$ cat src/hw/rtl/tcss_pkg.sv
`default_nettype none
// ============================================================================
// tcss_pkg
// Shared constants, types and helpers for the text command stepper sequencer.
// ============================================================================
package tcss_pkg;

    localparam int LINE_MAX = 20;
    localparam int LEN_W    = $clog2(LINE_MAX + 1);
    localparam int IDX_W    = $clog2(LINE_MAX);
    localparam int PADDR_W  = 3;

    localparam logic [6:0] MAX_STEPS_RST   = 7'd100;
    localparam logic [7:0] STEP_PERIOD_RST = 8'd2;
    localparam logic [9:0] COUNT_SAT       = 10'd1000;

    localparam logic [7:0] CH_LF    = 8'h0A;
    localparam logic [7:0] CH_TAB   = 8'h09;
    localparam logic [7:0] CH_VT    = 8'h0B;
    localparam logic [7:0] CH_FF    = 8'h0C;
    localparam logic [7:0] CH_CR    = 8'h0D;
    localparam logic [7:0] CH_SPACE = 8'h20;
    localparam logic [7:0] CH_PLUS  = 8'h2B;
    localparam logic [7:0] CH_MINUS = 8'h2D;
    localparam logic [7:0] CH_ZERO  = 8'h30;
    localparam logic [7:0] CH_NINE  = 8'h39;
    localparam logic [7:0] CH_COLON = 8'h3A;
    localparam logic [7:0] CH_L     = 8'h4C;
    localparam logic [7:0] CH_R     = 8'h52;
    localparam logic [7:0] CH_S     = 8'h53;

    localparam logic [1:0] EV_NONE   = 2'd0;
    localparam logic [1:0] EV_START  = 2'd1;
    localparam logic [1:0] EV_STOP   = 2'd2;
    localparam logic [1:0] EV_IGNORE = 2'd3;

    // Register index, taken from address bit 2.
    localparam logic REG_MAX_STEPS   = 1'b0;
    localparam logic REG_STEP_PERIOD = 1'b1;

    typedef struct packed {
        logic item_op;
        logic scan_start;
        logic scan_run;
        logic line_done;
    } tcss_cmd_t;

    typedef struct packed {
        logic newline;
        logic len_zero;
        logic scan_done;
    } tcss_status_t;

    typedef struct packed {
        logic       valid;
        logic       stop;
        logic       right;
        logic [6:0] count;
    } tcss_held_t;

    function automatic logic is_ws(input logic [7:0] c);
        return (c == CH_SPACE) || (c == CH_TAB) || (c == CH_LF) ||
               (c == CH_VT) || (c == CH_FF) || (c == CH_CR);
    endfunction

    function automatic logic [3:0] half_step_pattern(input logic [2:0] pos);
        logic [3:0] pat;
        case (pos)
            3'd0:    pat = 4'd1;
            3'd1:    pat = 4'd3;
            3'd2:    pat = 4'd2;
            3'd3:    pat = 4'd6;
            3'd4:    pat = 4'd4;
            3'd5:    pat = 4'd12;
            3'd6:    pat = 4'd8;
            default: pat = 4'd9;
        endcase
        return pat;
    endfunction

endpackage
`default_nettype wire

$ cat src/hw/rtl/tcss_ctrl.sv
`default_nettype none
// ============================================================================
// tcss_ctrl
// Controller: accepts items, sequences the line scan and owns output valid.
// ============================================================================
module tcss_ctrl (
    input  wire logic                  clk,
    input  wire logic                  rst_n,
    input  wire logic                  in_valid,
    output logic                       in_ready,
    output logic                       out_valid,
    input  wire logic                  out_ready,
    input  wire logic                  kind,
    input  wire tcss_pkg::tcss_status_t status,
    output tcss_pkg::tcss_cmd_t        cmd
);

    typedef enum logic {
        ST_IDLE,
        ST_SCAN
    } state_t;

    state_t state_reg, state_next;
    logic   out_valid_reg, out_valid_next;
    logic   accept;
    logic   start_line;

    assign in_ready   = (state_reg == ST_IDLE) && (!out_valid_reg || out_ready);
    assign accept     = in_valid && in_ready;
    assign start_line = !kind && status.newline && !status.len_zero;
    assign out_valid  = out_valid_reg;

    always_comb
    begin
        cmd        = '0;
        state_next = state_reg;
        unique case (state_reg)
            ST_IDLE:
            begin
                if (accept)
                begin
                    if (start_line)
                    begin
                        cmd.scan_start = 1'b1;
                        state_next     = ST_SCAN;
                    end
                    else
                    begin
                        cmd.item_op = 1'b1;
                    end
                end
            end
            ST_SCAN:
            begin
                if (status.scan_done)
                begin
                    cmd.line_done = 1'b1;
                    state_next    = ST_IDLE;
                end
                else
                begin
                    cmd.scan_run = 1'b1;
                end
            end
            default: state_next = ST_IDLE;
        endcase
    end

    always_comb
    begin
        out_valid_next = out_valid_reg;
        if (out_valid_reg && out_ready)
        begin
            out_valid_next = 1'b0;
        end
        if (cmd.item_op || cmd.line_done)
        begin
            out_valid_next = 1'b1;
        end
    end

    always_ff @(posedge clk or negedge rst_n)
    begin
        if (!rst_n)
        begin
            state_reg     <= ST_IDLE;
            out_valid_reg <= 1'b0;
        end
        else
        begin
            state_reg     <= state_next;
            out_valid_reg <= out_valid_next;
        end
    end

endmodule
`default_nettype wire

$ cat src/hw/rtl/tcss_datapath.sv
`default_nettype none
// ============================================================================
// tcss_datapath
// Line buffer, character parser, motion state and result registers.
// ============================================================================
module tcss_datapath (
    input  wire logic                   clk,
    input  wire logic                   rst_n,
    input  wire tcss_pkg::tcss_cmd_t    cmd,
    output tcss_pkg::tcss_status_t      status,
    input  wire logic                   kind,
    input  wire logic [7:0]             rx_byte,
    input  wire logic [6:0]             max_steps,
    input  wire logic [7:0]             step_period,
    output logic [3:0]                  coil_pattern,
    output logic                        moving,
    output logic [1:0]                  event_res,
    output logic [2:0]                  phase
);

    typedef enum logic [2:0] {
        PS_LEAD,
        PS_FIRST,
        PS_TAIL,
        PS_SKIP,
        PS_DIG,
        PS_DONE,
        PS_BAD
    } parse_t;

    logic [7:0] line_mem [tcss_pkg::LINE_MAX];
    logic [7:0] rdata_reg;

    logic [tcss_pkg::LEN_W-1:0] len_reg, len_next;
    logic [tcss_pkg::LEN_W-1:0] rd_idx_reg, rd_idx_next;
    logic                       rd_pend_reg, rd_pend_next;
    logic                       mem_we, mem_re;

    parse_t     ps_reg, ps_next;
    logic [7:0] c0_reg, c0_next;
    logic       neg_reg, neg_next;
    logic [9:0] val_reg, val_next;

    logic [2:0]           seq_reg, seq_next;
    logic [6:0]           steps_reg, steps_next;
    logic                 right_reg, right_next;
    logic [7:0]           tick_reg, tick_next;
    logic [3:0]           coil_reg, coil_next;
    tcss_pkg::tcss_held_t held_reg, held_next;
    logic [1:0]           ev_next;

    logic [3:0] coil_out_reg;
    logic [1:0] ev_out_reg;
    logic [2:0] seq_out_reg;

    logic                 is_digit;
    logic [13:0]          acc;
    logic [7:0]           tick_inc;
    logic                 run_go;
    tcss_pkg::tcss_held_t run_c;
    tcss_pkg::tcss_held_t dec;
    logic                 full;

    assign full             = (len_reg >= tcss_pkg::LEN_W'(tcss_pkg::LINE_MAX));
    assign status.newline   = (rx_byte == tcss_pkg::CH_LF);
    assign status.len_zero  = (len_reg == '0);
    assign status.scan_done = (rd_idx_reg == len_reg) && !rd_pend_reg;

    assign mem_we = cmd.item_op && !kind && !status.newline && !full;
    assign mem_re = cmd.scan_run && (rd_idx_reg < len_reg);

    always_ff @(posedge clk)
    begin
        if (mem_we)
        begin
            line_mem[len_reg[tcss_pkg::IDX_W-1:0]] <= rx_byte;
        end
        if (mem_re)
        begin
            rdata_reg <= line_mem[rd_idx_reg[tcss_pkg::IDX_W-1:0]];
        end
    end

    // Character parser, one stored character per cycle.
    assign is_digit = (rdata_reg >= tcss_pkg::CH_ZERO) && (rdata_reg <= tcss_pkg::CH_NINE);
    assign acc      = ({4'b0, val_reg} << 3) + ({4'b0, val_reg} << 1) + {10'b0, rdata_reg[3:0]};

    always_comb
    begin
        rd_idx_next  = rd_idx_reg;
        rd_pend_next = rd_pend_reg;
        ps_next      = ps_reg;
        c0_next      = c0_reg;
        neg_next     = neg_reg;
        val_next     = val_reg;
        if (cmd.scan_start)
        begin
            rd_idx_next  = '0;
            rd_pend_next = 1'b0;
            ps_next      = PS_LEAD;
            neg_next     = 1'b0;
            val_next     = '0;
        end
        else if (cmd.scan_run)
        begin
            rd_pend_next = mem_re;
            if (mem_re)
            begin
                rd_idx_next = rd_idx_reg + tcss_pkg::LEN_W'(1);
            end
            if (rd_pend_reg)
            begin
                unique case (ps_reg)
                    PS_LEAD:
                    begin
                        if (!tcss_pkg::is_ws(rdata_reg))
                        begin
                            c0_next = rdata_reg;
                            ps_next = PS_FIRST;
                        end
                    end
                    PS_FIRST:
                    begin
                        if (rdata_reg == tcss_pkg::CH_COLON)
                        begin
                            ps_next = ((c0_reg == tcss_pkg::CH_R) || (c0_reg == tcss_pkg::CH_L))
                                      ? PS_SKIP : PS_BAD;
                        end
                        else if (tcss_pkg::is_ws(rdata_reg))
                        begin
                            ps_next = PS_TAIL;
                        end
                        else
                        begin
                            ps_next = PS_BAD;
                        end
                    end
                    PS_TAIL:
                    begin
                        if (!tcss_pkg::is_ws(rdata_reg))
                        begin
                            ps_next = PS_BAD;
                        end
                    end
                    PS_SKIP:
                    begin
                        if (tcss_pkg::is_ws(rdata_reg))
                        begin
                            ps_next = PS_SKIP;
                        end
                        else if ((rdata_reg == tcss_pkg::CH_PLUS) ||
                                 (rdata_reg == tcss_pkg::CH_MINUS))
                        begin
                            neg_next = (rdata_reg == tcss_pkg::CH_MINUS);
                            ps_next  = PS_DIG;
                        end
                        else if (is_digit)
                        begin
                            val_next = (acc > {4'b0, tcss_pkg::COUNT_SAT})
                                       ? tcss_pkg::COUNT_SAT : acc[9:0];
                            ps_next  = PS_DIG;
                        end
                        else
                        begin
                            ps_next = PS_DONE;
                        end
                    end
                    PS_DIG:
                    begin
                        if (is_digit)
                        begin
                            val_next = (acc > {4'b0, tcss_pkg::COUNT_SAT})
                                       ? tcss_pkg::COUNT_SAT : acc[9:0];
                        end
                        else
                        begin
                            ps_next = PS_DONE;
                        end
                    end
                    PS_DONE: ps_next = PS_DONE;
                    PS_BAD:  ps_next = PS_BAD;
                    default: ps_next = PS_BAD;
                endcase
            end
        end
    end

    // Command decoded from the final parser state.
    always_comb
    begin
        dec       = '0;
        dec.right = (c0_reg == tcss_pkg::CH_R);
        dec.count = val_reg[6:0];
        if (((ps_reg == PS_FIRST) || (ps_reg == PS_TAIL)) && (c0_reg == tcss_pkg::CH_S))
        begin
            dec.valid = 1'b1;
            dec.stop  = 1'b1;
        end
        else if (((ps_reg == PS_SKIP) || (ps_reg == PS_DIG) || (ps_reg == PS_DONE)) &&
                 !neg_reg && (val_reg != '0) && (val_reg <= {3'b0, max_steps}))
        begin
            dec.valid = 1'b1;
        end
    end

    // Motion state update for one item.
    assign tick_inc = (tick_reg == 8'hFF) ? tick_reg : tick_reg + 8'd1;

    always_comb
    begin
        len_next   = len_reg;
        seq_next   = seq_reg;
        steps_next = steps_reg;
        right_next = right_reg;
        tick_next  = tick_reg;
        coil_next  = coil_reg;
        held_next  = held_reg;
        ev_next    = tcss_pkg::EV_NONE;
        run_go     = 1'b0;
        run_c      = held_reg;

        if (cmd.item_op)
        begin
            if (!kind)
            begin
                if (!status.newline)
                begin
                    len_next = full ? '0 : len_reg + tcss_pkg::LEN_W'(1);
                end
            end
            else if (coil_reg != '0)
            begin
                if (tick_inc >= step_period)
                begin
                    tick_next = '0;
                    if (steps_reg != '0)
                    begin
                        seq_next   = right_reg ? seq_reg + 3'd1 : seq_reg - 3'd1;
                        coil_next  = tcss_pkg::half_step_pattern(seq_next);
                        steps_next = steps_reg - 7'd1;
                    end
                    else
                    begin
                        coil_next = '0;
                        if (held_reg.valid)
                        begin
                            held_next = '0;
                            run_go    = 1'b1;
                        end
                    end
                end
                else
                begin
                    tick_next = tick_inc;
                end
            end
        end

        if (cmd.line_done)
        begin
            len_next = '0;
            if (!dec.valid)
            begin
                ev_next = tcss_pkg::EV_IGNORE;
            end
            else if (coil_reg != '0)
            begin
                held_next = dec;
            end
            else
            begin
                run_go = 1'b1;
                run_c  = dec;
            end
        end

        if (run_go)
        begin
            if (run_c.stop)
            begin
                coil_next = '0;
                ev_next   = tcss_pkg::EV_STOP;
            end
            else
            begin
                right_next = run_c.right;
                seq_next   = run_c.right ? seq_reg + 3'd1 : seq_reg - 3'd1;
                coil_next  = tcss_pkg::half_step_pattern(seq_next);
                steps_next = run_c.count - 7'd1;
                tick_next  = '0;
                ev_next    = tcss_pkg::EV_START;
            end
        end
    end

    always_ff @(posedge clk or negedge rst_n)
    begin
        if (!rst_n)
        begin
            len_reg     <= '0;
            rd_idx_reg  <= '0;
            rd_pend_reg <= 1'b0;
            ps_reg      <= PS_LEAD;
            c0_reg      <= '0;
            neg_reg     <= 1'b0;
            val_reg     <= '0;
            seq_reg     <= '0;
            steps_reg   <= '0;
            right_reg   <= 1'b0;
            tick_reg    <= '0;
            coil_reg    <= '0;
            held_reg    <= '0;
        end
        else
        begin
            len_reg     <= len_next;
            rd_idx_reg  <= rd_idx_next;
            rd_pend_reg <= rd_pend_next;
            ps_reg      <= ps_next;
            c0_reg      <= c0_next;
            neg_reg     <= neg_next;
            val_reg     <= val_next;
            seq_reg     <= seq_next;
            steps_reg   <= steps_next;
            right_reg   <= right_next;
            tick_reg    <= tick_next;
            coil_reg    <= coil_next;
            held_reg    <= held_next;
        end
    end

    always_ff @(posedge clk)
    begin
        if (cmd.item_op || cmd.line_done)
        begin
            coil_out_reg <= coil_next;
            ev_out_reg   <= ev_next;
            seq_out_reg  <= seq_next;
        end
    end

    assign coil_pattern = coil_out_reg;
    assign moving       = (coil_out_reg != '0);
    assign event_res    = ev_out_reg;
    assign phase        = seq_out_reg;

endmodule
`default_nettype wire

$ cat src/hw/rtl/text_command_stepper_sequencer_unit.sv
`default_nettype none
// ============================================================================
// text_command_stepper_sequencer_unit
// Turns text lines and millisecond ticks into half-step coil drive patterns.
// ============================================================================
// Input beats carry kind (0 received byte, 1 tick) and rx_byte. Every input
// beat yields exactly one output beat with coil_pattern, moving, event_res
// and phase. For ordinary bytes, ticks and a newline on an empty buffer,
// the result is valid the cycle after the input beat is accepted.
// A newline on a non-empty buffer walks the line buffer one character
// a cycle through its registered read port; the result is registered once
// the scan is done, and the buffer holds at most 20 characters.
// One item is in work at a time. in_ready drops during a line scan and
// while an unconsumed result sits in the output register and out_ready is
// low; a stalled receiver therefore holds back the next input beat, and no
// result is lost or repeated.
// The APB port sets max_steps (address 0) and step_period (address 4) and
// should be written only while the block is idle.
// Reset clears the line length, motion state, held command and output
// valid, and restores max_steps to 100 and step_period to 2.
// ============================================================================
module text_command_stepper_sequencer_unit (
    input  wire logic                          clk,
    input  wire logic                          rst_n,
    input  wire logic                          psel,
    input  wire logic                          penable,
    input  wire logic                          pwrite,
    input  wire logic [tcss_pkg::PADDR_W-1:0]  paddr,
    input  wire logic [31:0]                   pwdata,
    output logic [31:0]                        prdata,
    output logic                               pready,
    input  wire logic                          in_valid,
    output logic                               in_ready,
    input  wire logic                          kind,
    input  wire logic [7:0]                    rx_byte,
    output logic                               out_valid,
    input  wire logic                          out_ready,
    output logic [3:0]                         coil_pattern,
    output logic                               moving,
    output logic [1:0]                         event_res,
    output logic [2:0]                         phase
);

    logic [6:0] max_steps_reg, max_steps_next;
    logic [7:0] step_period_reg, step_period_next;
    logic       cfg_write;

    tcss_pkg::tcss_cmd_t    cmd;
    tcss_pkg::tcss_status_t status;

    assign pready    = 1'b1;
    assign cfg_write = psel && penable && pwrite && pready;

    always_comb
    begin
        max_steps_next   = max_steps_reg;
        step_period_next = step_period_reg;
        if (cfg_write)
        begin
            unique case (paddr[2])
                tcss_pkg::REG_MAX_STEPS:   max_steps_next   = pwdata[6:0];
                tcss_pkg::REG_STEP_PERIOD: step_period_next = pwdata[7:0];
                default:                   max_steps_next   = max_steps_reg;
            endcase
        end
    end

    always_comb
    begin
        unique case (paddr[2])
            tcss_pkg::REG_MAX_STEPS:   prdata = 32'(max_steps_reg);
            tcss_pkg::REG_STEP_PERIOD: prdata = 32'(step_period_reg);
            default:                   prdata = '0;
        endcase
    end

    always_ff @(posedge clk or negedge rst_n)
    begin
        if (!rst_n)
        begin
            max_steps_reg   <= tcss_pkg::MAX_STEPS_RST;
            step_period_reg <= tcss_pkg::STEP_PERIOD_RST;
        end
        else
        begin
            max_steps_reg   <= max_steps_next;
            step_period_reg <= step_period_next;
        end
    end

    tcss_ctrl u_ctrl (
        .clk       (clk),
        .rst_n     (rst_n),
        .in_valid  (in_valid),
        .in_ready  (in_ready),
        .out_valid (out_valid),
        .out_ready (out_ready),
        .kind      (kind),
        .status    (status),
        .cmd       (cmd)
    );

    tcss_datapath u_datapath (
        .clk          (clk),
        .rst_n        (rst_n),
        .cmd          (cmd),
        .status       (status),
        .kind         (kind),
        .rx_byte      (rx_byte),
        .max_steps    (max_steps_reg),
        .step_period  (step_period_reg),
        .coil_pattern (coil_pattern),
        .moving       (moving),
        .event_res    (event_res),
        .phase        (phase)
    );

    // A finished line always produces a result beat in the next cycle.
    assert property (@(posedge clk) disable iff (!rst_n)
        cmd.line_done |=> out_valid)
        else $error("line decode finished without a result beat");

    // No new input beat is taken while a line scan is in progress.
    assert property (@(posedge clk) disable iff (!rst_n)
        (cmd.scan_run || cmd.line_done) |-> !in_ready)
        else $error("input accepted during line scan");

    // An ordinary item and a line scan never start together.
    assert property (@(posedge clk) disable iff (!rst_n)
        !(cmd.item_op && cmd.scan_start))
        else $error("conflicting item commands");

    // The moving flag follows the coil drive on every result beat.
    assert property (@(posedge clk) disable iff (!rst_n)
        out_valid |-> (moving == (coil_pattern != 4'd0)))
        else $error("moving flag disagrees with coil drive");

endmodule
`default_nettype wire

$ cat config.mk
export PLATFORM = sky130hd
export DESIGN_NAME = text_command_stepper_sequencer_unit
export DESIGN_NICKNAME = d
export VERILOG_FILES = /design/src/hw/rtl/tcss_pkg.sv /design/src/hw/rtl/tcss_ctrl.sv /design/src/hw/rtl/tcss_datapath.sv /design/src/hw/rtl/text_command_stepper_sequencer_unit.sv
export SDC_FILE = /design/constraint.sdc
export NUM_CORES = 1
export LEC_CHECK = 0
export BUFFER_PORTS_ARGS = -buffer_cell sky130_fd_sc_hd__buf_2
export CORE_MARGIN = 1
export CORE_UTILIZATION = 60
export CTS_BUF_LIST = sky130_fd_sc_hd__clkbuf_8
export DETAILED_ROUTE_END_ITERATION = 10
export PLACE_DENSITY = 0.79
export SYNTH_ARGS = -nofsm -noshare
export SYNTH_HDL_FRONTEND = slang
export SYNTH_SLANG_ARGS = --single-unit
$ cat constraint.sdc
create_clock -name clk -period 5.6 [get_ports clk]
set_input_delay 0.84 -clock clk [delete_from_list [all_inputs] [get_ports clk]]
set_output_delay 0.84 -clock clk [all_outputs]
set_load 0.02 [all_outputs]
After elaboration in Yosys (flattened, before gate mapping)
Memories as Yosys holds them, arrays and structs flattened. A register that Yosys moved wholly into a read port is not among the register bits.
Index checks and enable logic that the tools add are counted.
Widths: inputs -> output; s select.

word-level totals
  register bits after elaboration = 92
  bits in writable memories = 160
  bits of input ports = 51
  memories = 1

memories
  name                 words  bits a word  rd ports  clocked after memory_dff  wr ports  RTL line             RTL
  u_datapath.line_mem  20     8            1         1                         1         tcss_datapath.sv:31  logic [7:0] line_mem [tcss_pkg::LINE_MAX];

operators by class
  add/subtract/negate cells = 9
  magnitude comparators = 7
  equality and inequality tests = 40
  muxes and demuxes = 111
  bitwise operators = 5
  reductions and logical operators = 61

operators with widths
  operator              number
  $mux 10               15
  $pmux 32 s2           1
  $mux 3                20
  $mux 8                7
  $pmux 4 s7            2
  $mux 7                7
  $eq 8x4->1 const B    6
  $mux 5                8
  $mux 9                4
  $eq 8x6->1 const B    4
  $mux 1                30
  $mux 4                7
  $eq 3x3->1 const B    8
  $eq 8x7->1 const B    3
  $pmux 10 s2           1
  $reduce_and 5->1      4
  $eq 3x2->1 const B    6
  $pmux 3 s6            1
  $logic_and 1x1->1     17
  $ne 3x3->1 const B    5
  $add 13x11->14        1
  $add 14x4->14         1
  $gt 14x10->1 const B  1
  $mux 2                7
  29 further kinds      67

Depth between registers and ports, before layout
Gate-level depths: netlist of run 1.

  depth after elaboration = 15
  gate-level depth with buffers = 17

Cells and area by module
From an unflattened synthesis of run 1, not the netlist that was laid out.

unflattened totals
  cells, all modules = 952
  area total of the unflattened synthesis = 12883.6 µm²

modules (own cells, without submodules)
  module                               instances  cells an instance  area an instance (µm²)  seq. area each (µm²)
  tcss_datapath                        1          871                11876.4                 6966.7
  text_command_stepper_sequencer_unit  1          68                 887.1                   380.4
  tcss_ctrl                            1          13                 120.1                   50.0

Least setup slack after synthesis of run 1
Ideal clock, no wire load.

  kind = reg2reg
  start point = register u_datapath.rd_idx_reg[0] (netlist name)
  end point = register u_datapath.steps_reg[6]
  arrival = 3.862 ns
  required time = 5.460 ns
  path slack = 1.598 ns
  stages on the path, launching flop included = 18
  buffers on the path = 5
  cell sequence = dfrtp_1 -> buf_2 -> buf_1 -> buf_1 -> inv_1 -> ha_1 -> nand2b_1 -> nor4_4 -> and2_2 -> clkbuf_1 -> buf_2 -> mux2i_1 -> ha_1 -> nand2b_1 -> nor4_1 -> xor2_1 -> o21ai_0 -> o21ai_0

on the way
  longest elaborated chain between the ends = 8
  elaborated cells on any way between the ends = 9

RTL lines
  element                       RTL line              RTL
  start: declaration            tcss_datapath.sv:35   logic [tcss_pkg::LEN_W-1:0] rd_idx_reg, rd_idx_next;
  start signal: assignment      tcss_datapath.sv:317  rd_idx_reg <= rd_idx_next;
  $eq 5x5->1 *                  tcss_datapath.sv:67   assign status.scan_done = (rd_idx_reg == len_reg) && !rd_pend_reg;
  $logic_and 1x1->1 *           tcss_datapath.sv:67
  $mux 1 *                      tcss_ctrl.sv:55       if (status.scan_done)
  $mux 2 *                      tcss_ctrl.sv:37       unique case (state_reg)
  $mux 9                        tcss_datapath.sv:259  if (cmd.line_done)
  $sub 7x1->7                   tcss_datapath.sv:289  steps_next = run_c.count - 7'd1;
  $mux 7                        tcss_datapath.sv:279  if (run_c.stop)
  $mux 7 *                      tcss_datapath.sv:277  if (run_go)
  via u_datapath.steps_next[6]  tcss_datapath.sv:45   logic [6:0] steps_reg, steps_next;
  end signal: assignment        tcss_datapath.sv:324  steps_reg <= steps_next;
  end: declaration              tcss_datapath.sv:45

The timed path passes the listed nets; every way through them passes the cells marked *.
A chain may end at the register's enable or synchronous reset.

Worst setup path after layout of run 1
  start point = register u_datapath.tick_reg[3]
  end point = register u_datapath.seq_out_reg[0], in the netlist u_datapath.phase[0] (data pin)

on the way
  longest elaborated chain between the ends = 11
  elaborated cells on any way between the ends = 17

RTL lines
  element                                           RTL line              RTL
  start: declaration                                tcss_datapath.sv:47   logic [7:0] tick_reg, tick_next;
  start signal: assignment                          tcss_datapath.sv:326  tick_reg <= tick_next;
  $add 8x1->8 / $eq 8x8->1 (equally long branches)  tcss_datapath.sv:207  assign tick_inc = (tick_reg == 8'hFF) ? tick_reg : tick_reg + 8'd1;
  $mux 8 *                                          tcss_datapath.sv:207
  $ge 8x8->1 *                                      tcss_datapath.sv:233  if (tick_inc >= step_period)
  $mux 1                                            tcss_datapath.sv:233
  $mux 1                                            tcss_datapath.sv:231  else if (coil_reg != '0)
  $mux 1                                            tcss_datapath.sv:224  if (!kind)
  $mux 1                                            tcss_datapath.sv:222  if (cmd.item_op)
  $mux 1                                            tcss_datapath.sv:266  else if (coil_reg != '0)
  $mux 1                                            tcss_datapath.sv:262  if (!dec.valid)
  $mux 1                                            tcss_datapath.sv:259
  $mux 3 *                                          tcss_datapath.sv:277
  via u_datapath.seq_next[0]                        tcss_datapath.sv:44   logic [2:0] seq_reg, seq_next;
  end signal: assignment                            tcss_datapath.sv:338  seq_out_reg <= seq_next;
  end: declaration                                  tcss_datapath.sv:54   logic [2:0] seq_out_reg;

Marks and branches as above.

==> results of run 1 <==
[worst paths after layout]
check | start | to | slack [ns] | cells past startpoint
setup / recovery | u_datapath.tick_reg[3]$_DFF_PN0_ | u_datapath.phase[0]$_DFFE_PP_ | 1.46 | 15
hold / removal | rst_n | u_datapath.val_reg[5]$_DFFE_PN0P_ | 0.26 | 1
setup reg to reg | u_datapath.tick_reg[3]$_DFF_PN0_ | u_datapath.phase[0]$_DFFE_PP_ | 1.46 | 15
hold reg to reg | u_datapath.c0_reg[6]$_DFFE_PN0P_ | u_datapath.c0_reg[6]$_DFFE_PN0P_ | 0.50 | 1
max in group asynchronous | rst_n | u_datapath.rd_idx_reg[0]$_DFFE_PN0P_ | 4.36 | 2
min in group clk | u_datapath.c0_reg[6]$_DFFE_PN0P_ | u_datapath.c0_reg[6]$_DFFE_PN0P_ | 0.50 | 1
[cell usage in the layout, fill, tap and decap left out, types with 8 or more instances in the layout]
| master | instances |
|---|---|
| edfxtp_1 | 177 |
| dfrtp_1 | 78 |
| nor2_1 | 73 |
| nand2_1 | 67 |
| ha_1 | 49 |
| mux4_2 | 48 |
| inv_1 | 47 |
| clkbuf_8 | 45 |
| buf_2 | 43 |
| a21oi_1 | 42 |
| o21ai_0 | 41 |
| mux2_2 | 36 |
| conb_1 | 25 |
| nor3_1 | 19 |
| nand3_1 | 19 |
| xor2_1 | 18 |
| nand4_1 | 10 |
| nand2b_1 | 10 |
| xnor2_1 | 10 |
| clkinv_1 | 9 |
| mux2i_1 | 8 |
[area by class of cell]
| class | count | area, um^2 |
|---|---|---|
| fill | 1446 | 6510 |
| timing repair buffer | 49 | 260 |
| tap | 270 | 338 |
| clock buffer | 45 | 619 |
| sequential | 260 | 7400 |
| clock inverter | 33 | 295 |
| multi-input combinational | 605 | 4870 |
| inverter | 37 | 139 |
[cells by family after synthesis]
group | Yosys count | synth area share
simple gates | 261 | 0.106
flops | 260 | 0.586
compound gates | 147 | 0.0757
mux | 92 | 0.124
buf+inv | 89 | 0.0351
fa+ha+maj | 51 | 0.0517
xor+xnor | 29 | 0.0207
other cells | 2 | 0.000595
[power breakdown]
part	leakage (nW)	internal (W)	switching [W]
combinational	2.27	0.000612	0.000680
sequential	2.63	0.00222	0.000165
clock	0.499	0.000987	0.000760
[metrics by stage]
step | utilization | instances
CTS | 0.681 | 1299
global route | 0.681 | 1299
global placement | 0.637 | 1221
floorplan | - | 954
finish | 0.681 | 1299
detailed placement | 0.637 | 1221
[routing by layer]
layer	global-route usage	wire length (um)	vias to the layer above
met1	0.299	10100	3813
met2	0.412	12600	239
met5	0.00909	0	-
met4	0.0933	749	0
met3	0.0500	1490	68
li1	-	-	3622
[worst max-delay path, delay by kind of cell, from the launching register on]
family          cells  cell delay (ns)
xor+xnor            2             0.33
compound gates      2             0.99
simple gates       10             1.83
fa+ha+maj           1             0.30
flops               1             0.42
==> run_results.csv, run 1 <==
group,metric,value,unit
critical_path,crit_path_frequent_cell,"nor2_1",
floorplan,die_width,147,um
sta,setup_slack,1.46,ns
clock_network,clockRootBuffer,"clkbuf_8",
yosys,ys.flop_type,"edfxtp_1",
job,maxCapViolCount,0,
critical_path,worst_ep_required_time,5.88,ns
power_and_ir_drop,ir_worst_vdd,265,uV
yosys,ys_seq_elements,260,
yosys,synth_top_area_share,0.421,
cells_and_area,drive_above_1_share,0.214,
yosys,avgSynthCellArea,13.6,um^2
critical_path,worstPathCellList,"nand3_1 -> nor2_1 -> nand4_1 -> nand2b_1 -> nor2_1 -> xor2_1 -> ha_1 -> nand2_1 -> nor4_1 -> a21o_1 -> nand4_1 -> nor2_1 -> o21a_1 -> nor2_1 -> xnor2_1",
yosys,ys_warn_count,0,
grt,grt_pass1_vias,7656,
critical_path,slowest_delay,0.66,ns
clock_network,tritoncts,"built",
floorplan,die-area,21600,um^2
grt,antenna_found_initial,0,
clock_network,ctsResizeCount,0,
route,antenna_left,0,
floorplan,ios,96,
yosys,synth-edff-count,177,
route,finalWirelength,24900,um
clock_network,clockBufferDepth,3,
grt,grt_start_max_net_pins,45,
min_path,hp-class,"in2async",
sta,min_period,4.14,ns
clock_network,cts_setup_buffers,0,
critical_path,crit_type,"reg2reg",
placement,io_buffers,44,
critical_path,endpoint_kind,"flip-flop",
route,viasPerCell,5.96,
yosys,yosysTopAreaCell,"edfxtp_1",
sta,rsz0062_at_grt,"no",
route,drcViolationCount,0,
cells_and_area,insertedDiodeCount,0,
sta,fin_crit_sh,0.738,
route,wl_per_cell,19.2,um
cells_and_area,largest_reg_flops,160,
route,drt_first_pass_iters,6,
clock_network,clk_pin_slew,0.06,ns
cells_and_area,area_delta_synth_final,10.3,%
placement,pre_cts_slack,1.50,ns
power_and_ir_drop,finalPower,0.00542,W
critical_path,cp_slowest_cell,"o21a_1",
cells_and_area,stdcell_area,13900,um^2
grt,grt_overflow,0,
sta,final.setup_skew,0.0217,ns
grt,grt_usage,0.240,
sta,fmaxAchievable,242,MHz
yosys,synthTopCellsByCount,"edfxtp_1 (177), dfrtp_1 (79), nor2_1 (73)",
clock_network,cts_hold_buf,0,
sta,hold_viol,0,
yosys,ys_seq_area_frac,0.586,
floorplan,coreArea,20400,um^2
critical_path,startpoint_type,"flip-flop",
cells_and_area,layout.nets,1097,
yosys,synthArstFlopShare,0.319,
critical_path,cp_max_fo,22,
sta,worst_hold_slack,0.262,ns
floorplan,die_h,147,um
placement,place_area,13000,um^2
clock_network,clk_latency,0.56,ns
route,vias,7742,
clock_network,htreeDepth,2,
floorplan,initial_utilization,0.618,
grt,grt_pass1_wl,39900,um
sta,finalSetupViolCount,0,
clock_network,numCtsBuffers,42,
sta,slew_headroom,0.262,
yosys,synth.area.top_cells,"edfxtp_1 (42%), dfrtp_1 (16%), mux4_2 (8.6%)",
clock_network,cts.sinks,260,
placement,gp_congestion,0.860,
yosys,synth_cell_types,80,
yosys,yosysMostFrequentCell,"edfxtp_1",
status,status,"finished clean",
route,drt-initial-drc-count,375,
sta,setup-tns-final,0,ns
critical_path,worstPathArrival,4.42,ns
floorplan,num_rows,52,
yosys,synthCells,931,
yosys,syn_area,12600,um^2
sta,drv_slew,0,
placement,dp_hpwl,16900,um
sta,max_slew.worst_pin.slew,1.11,ns
power_and_ir_drop,p_leak,5.40,nW
power_and_ir_drop,power_density,390,nW/um^2
No activity file was read; power rests on OpenSTA's default activity.
==> run 2: changes to the inputs <==
clock period = 4.25 ns   (was 5.6 ns; I/O delays follow)
==> run 2 against run 1 <==
  * Design area is essentially flat
  * First-iteration DRC count rose by 32%
  * Power grew 31%
  * Maximum frequency up 9.3%
  * Critical path depth fell by 2
  * Cell count grew 0.31%
  * Setup slack worse by 1.0 ns
  * Critical endpoint is now u_datapath.coil_pattern[2]$_DFFE_PP_
  * Largest power group unchanged
==> run_results.csv, run 2 (synthesized netlist as in run 1, its figures left out) <==
group,metric,value,unit
status,status,"finished clean",
critical_path,critPathTopFamily,"compound AO/OA/AOI/OAI gates",
sta,final.setup_skew,0.0409,ns
power_and_ir_drop,ir_worst_vdd,454,uV
floorplan,initial_utilization,0.618,
grt,grt_pass1_wl,40300,um
grt,grt_pass1_vias,7703,
sta,setup_slack,0.466,ns
sta,finalSetupViolCount,0,
cells_and_area,final_common_cell,"edfxtp_1",
clock_network,cts.sinks,260,
critical_path,ff2ff_setup_slack,0.47,ns
clock_network,cts_setup_buffers,0,
clock_network,clockBufferDepth,3,
cells_and_area,area_delta_synth_final,10.3,%
power_and_ir_drop,power_density,509,nW/um^2
job,maxCapViolCount,0,
critical_path,endpoint_kind,"flip-flop",
critical_path,startpoint_type,"flip-flop",
critical_path,slowest_delay,0.42,ns
sta,drv_slew,0,
floorplan,num_rows,52,
clock_network,htreeDepth,2,
sta,max_slew.worst_pin.slew,1.06,ns
sta,fin_crit_sh,0.890,
grt,grt_usage,0.243,
clock_network,clockRootBuffer,"clkbuf_8",
critical_path,worst_ep_required_time,4.55,ns
critical_path,cp_slowest_cell,"dfrtp_1",
grt,grt_overflow,0,
critical_path,worstPathArrival,4.08,ns
min_path,hp-class,"in2async",
critical_path,reg2reg_depth,13,
route,viasPerCell,5.93,
route,drcViolationCount,0,
sta,setup-tns-final,0,ns
sta,rsz0062_at_grt,"no",
sta,fmaxAchievable,264,MHz
sta,slew_headroom,0.295,
sta,worst_hold_slack,0.285,ns
grt,antenna_found_initial,0,
route,antenna_left,0,
route,wl_per_cell,19.5,um
cells_and_area,layout.nets,1101,
power_and_ir_drop,p_leak,5.43,nW
route,drt-initial-drc-count,494,
floorplan,die-area,21600,um^2
route,finalWirelength,25400,um
grt,grt_start_max_net_pins,84,
route,drt_first_pass_iters,5,
floorplan,ios,96,
cells_and_area,largest_reg_flops,160,
clock_network,numCtsBuffers,42,
clock_network,cts_hold_buf,0,
cells_and_area,insertedDiodeCount,0,
cells_and_area,drive_above_1_share,0.217,
cells_and_area,most-common-layout-cells,"edfxtp_1 (177), dfrtp_1 (78), nor2_1 (73), nand2_1 (67), clkbuf_8 (52)",
critical_path,crit_type,"reg2reg",
placement,dp_hpwl,17000,um
clock_network,clk_latency,0.57,ns
floorplan,die_h,147,um
route,vias,7731,
sta,hold_viol,0,
clock_network,ctsResizeCount,0,
clock_network,tritoncts,"built",
critical_path,cp.depth,13,
placement,pre_cts_slack,0.498,ns
sta,min_period,3.78,ns
critical_path,cp_max_fo,8,
floorplan,die_width,147,um
critical_path,worst-path-buf-inv,0,
critical_path,worstPathCellList,"nand3_1 -> nor2_1 -> nand4_1 -> xnor2_1 -> ha_1 -> nand2b_1 -> a2111o_1 -> a21o_1 -> and2_1 -> and3_1 -> a32oi_1 -> nor3_1 -> a211o_2",
placement,gp_congestion,0.866,
placement,io_buffers,44,
clock_network,clk_pin_slew,0.07,ns
floorplan,coreArea,20400,um^2
[run 2: cell types whose count changed in the layout (fill, tap and decap cells not counted), moves of 2 or more]
cell,before,now
clkbuf_8,45,52
buf_4,6,10
bufinv_16,5,2
clkinv_1,9,7
clkinv_2,5,3
clkinv_8,2,0
inv_1,47,49
[run 2: stage by stage]
step	std cells	utilization	cell area [um^2]	power [W]
floorplan	954	-	12700	0.00442
global placement	1225	0.638	13000	0.00488
detailed placement	1225	0.638	13000	0.00492
CTS	1303	0.682	13900	0.00714
global route	1303	0.682	13900	0.00741
finish	1303	0.682	13900	0.00709
[run 2: metal layers]
metal  GRT usage  up-vias  routed length [um]  part of all wire
li1            -     3630                   -                 -
met1       0.304     3808               10300              0.41
met2       0.416      227               12800              0.51
met3      0.0450       66                1310             0.051
met4       0.103        0                 926             0.037
met5           0        -                   0                 0
[run 2: area by class of cell]
| class | count | area (um^2) |
|---|---|---|
| Multi-Input combinational cell | 605 | 4870 |
| Sequential cell | 260 | 7400 |
| Tap cell | 270 | 338 |
| Clock buffer | 52 | 716 |
| Clock inverter | 26 | 174 |
| Fill cell | 1445 | 6500 |
| Inverter | 37 | 139 |
| Timing Repair Buffer | 53 | 290 |
[run 2: final timing paths]
check | startpoint | end
worst max-delay path | u_datapath.tick_reg[3]$_DFF_PN0_ | u_datapath.coil_pattern[2]$_DFFE_PP_
worst min-delay path | rst_n | u_datapath.held_reg[6]$_DFF_PN0_
worst max register to register | u_datapath.tick_reg[3]$_DFF_PN0_ | u_datapath.coil_pattern[2]$_DFFE_PP_
worst min register to register | u_datapath.c0_reg[6]$_DFFE_PN0P_ | u_datapath.c0_reg[6]$_DFFE_PN0P_
max in group asynchronous | rst_n | u_datapath.rd_idx_reg[0]$_DFFE_PN0P_
min in group clk | pwdata[7] | step_period_reg[7]$_DFFE_PN0P_
[run 2: where the power goes]
| group | internal, W | switching (W) | total, W |
|---|---|---|---|
| clock network | 0.00124 | 0.000986 | 0.00222 |
| logic | 0.000812 | 0.000905 | 0.00172 |
| registers | 0.00293 | 0.000226 | 0.00315 |
==> run 3: changes to the inputs <==
PLACE_DENSITY = 0.8   (was 0.79)
==> run 3 against run 2 <==
  * Wire length is 0.14% lower
  * Via count up 0.67%
  * Count of clock-buffer cells in the layout did not move
  * Sequential share of layout area about the same
  * Global-route usage is 0.37 points lower
  * Non-clock buffer count grew 3
  * Cell count up 0.23%
  * Design area is essentially flat
  * Core utilization increased by 0.061 points
  * Power fell by 0.54%
  * Clock power down 2%
  * Combinational power about the same
  * Largest cell class unchanged
  * Largest power group unchanged
==> run_results.csv, run 3 (synthesized netlist as in run 1, its figures left out) <==
group,metric,value,unit
status,status,"finished clean",
route,wl_per_cell,19.4,um
cells_and_area,final_common_cell,"edfxtp_1",
min_path,hp-class,"in2async",
placement,io_buffers,44,
power_and_ir_drop,p_leak,5.44,nW
floorplan,num_rows,52,
sta,fmaxAchievable,262,MHz
grt,grt_pass1_wl,39900,um
cells_and_area,area_delta_synth_final,10.4,%
power_and_ir_drop,ir_worst_vdd,442,uV
route,wl_met2,13000,um
route,antenna_left,0,
route,viasPerCell,5.96,
critical_path,worstPathArrival,4.21,ns
floorplan,die_width,147,um
cells_and_area,insertedDiodeCount,0,
critical_path,startpoint_type,"flip-flop",
critical_path,worst_ep_required_time,4.65,ns
route,finalWirelength,25300,um
critical_path,cp_max_fo,14,
placement,gp_congestion,0.828,
clock_network,clk_pin_slew,0.06,ns
route,wl_met3,1310,um
sta,min_period,3.81,ns
grt,antenna_found_initial,0,
clock_network,cts_hold_buf,0,
cells_and_area,final_core_util,0.682,
critical_path,crit_type,"reg2reg",
critical_path,endpoint_kind,"flip-flop",
clock_network,clk_latency,0.56,ns
power_and_ir_drop,power_density,506,nW/um^2
sta,setup-tns-final,0,ns
route,vias,7783,
sta,worst_hold_slack,0.0967,ns
critical_path,worstPathCellList,"inv_1 -> ha_1 -> a211oi_1 -> nand2_1 -> o32ai_1 -> a21o_1 -> and2_2 -> mux2i_1 -> ha_1 -> nand2b_1 -> nor4_1 -> xor2_1 -> o21ai_0 -> o21ai_0",
critical_path,cp_slowest_cell,"o32ai_1",
floorplan,coreArea,20400,um^2
grt,grt_overflow,0,
placement,dp_hpwl,17000,um
route,drt_first_pass_iters,6,
critical_path,slowest_delay,0.58,ns
cells_and_area,largest_reg_flops,160,
grt,grt_start_max_net_pins,49,
cells_and_area,most-common-layout-cells,"edfxtp_1 (177), dfrtp_1 (78), nor2_1 (73), nand2_1 (67)",
floorplan,die_h,147,um
floorplan,initial_utilization,0.618,
clock_network,ctsResizeCount,0,
sta,hold_viol,0,
route,drt-initial-drc-count,535,
grt,grt_pass1_vias,7749,
sta,max_slew.worst_pin.slew,0.862,ns
sta,fin_crit_sh,0.896,
floorplan,ios,96,
route,m1WireLength,10300,um
placement,dp_cells,1228,
cells_and_area,stdcell_count,1306,
sta,rsz0062_at_grt,"no",
clock_network,clockRootBuffer,"clkbuf_8",
cells_and_area,layout.nets,1104,
cells_and_area,drive_above_1_share,0.219,
clock_network,cts_setup_buffers,0,
sta,drv_slew,0,
route,drcViolationCount,0,
job,maxCapViolCount,0,
grt,grt_usage,0.239,
clock_network,htreeDepth,2,
sta,slew_headroom,0.424,
clock_network,numCtsBuffers,42,
clock_network,cts.sinks,260,
clock_network,tritoncts,"built",
sta,final.setup_skew,0.0359,ns
floorplan,die-area,21600,um^2
clock_network,clockBufferDepth,3,
route,top_layer,"met4",
sta,finalSetupViolCount,0,
==> run 3: cell count changes in the layout (fill, tap and decap cells not counted), sizes merged <==
cell	before	now
bufinv	2	1
clkinvlp	0	1
buf	53	56
inv	51	56
clkinv	10	5
==> run 3: where the power goes <==
group / switching [W] / total (W) / leakage (nW) / internal (W)
registers: 0.000222 / 0.00315 / 2.63 / 0.00293
clock network: 0.000991 / 0.00218 / 0.502 / 0.00119
logic: 0.000914 / 0.00173 / 2.31 / 0.000813
total: 0.00213 / 0.00705 / 5.44 / 0.00493
==> run 3: final timing paths <==
| kind | to | depth (start not counted) | slack [ns] | from |
|---|---|---|---|---|
| min in group clk | step_period_reg[7]$_DFFE_PN0P_ | 2 | 0.33 | pwdata[7] |
| max reg2reg | u_datapath.steps_reg[6]$_DFF_PN0_ | 14 | 0.44 | max_steps_reg[5]$_DFFE_PN1P_ |
| min reg2reg | u_datapath.c0_reg[6]$_DFFE_PN0P_ | 1 | 0.50 | u_datapath.c0_reg[6]$_DFFE_PN0P_ |
| max | u_datapath.steps_reg[6]$_DFF_PN0_ | 14 | 0.44 | max_steps_reg[5]$_DFFE_PN1P_ |
| min | u_datapath.c0_reg[6]$_DFFE_PN0P_ | 1 | 0.1 | rst_n |
| max in group asynchronous | max_steps_reg[6]$_DFFE_PN1P_ | 2 | 3.18 | rst_n |
==> run 3: per-layer routing <==
layer  vias to the layer above  global-route usage
met3                        59              0.0429
li1                       3633                   -
met5                         -                   0
met4                         0              0.0851
met1                      3834               0.306
met2                       257               0.410
==> run 3: area by class of cell <==
class	instances	area, um^2
sequential	260	7400
fill	1408	6490
multi-input combinational	605	4870
clock buffer	52	716
tap	270	338
timing repair buffer	56	313
clock inverter	26	164
inverter	37	139
==> run 3: worst max-delay path, delay by kind of cell, from the launching register on <==
family	cells	cell delay, ns
AND/OR/NAND/NOR	4	0.80
XOR/XNOR	1	0.10
buffers and inverters	1	0.05
adder cells (fa/ha/maj)	2	0.59
flip-flops	1	0.52
AO/OA/AOI/OAI	5	1.34
multiplexers	1	0.28
==> run 3: per-stage QoR <==
stage / cell area (um^2) / setup slack (ns) / total power (W)
finish: 13900 / 0.440 / 0.00705
global route: 13900 / 0.140 / 0.00737
CTS: 13900 / 0.468 / 0.00711
detailed placement: 13100 / 0.531 / 0.00492
global placement: 13100 / 0.620 / 0.00487
floorplan: 12700 / 0.248 / 0.00442
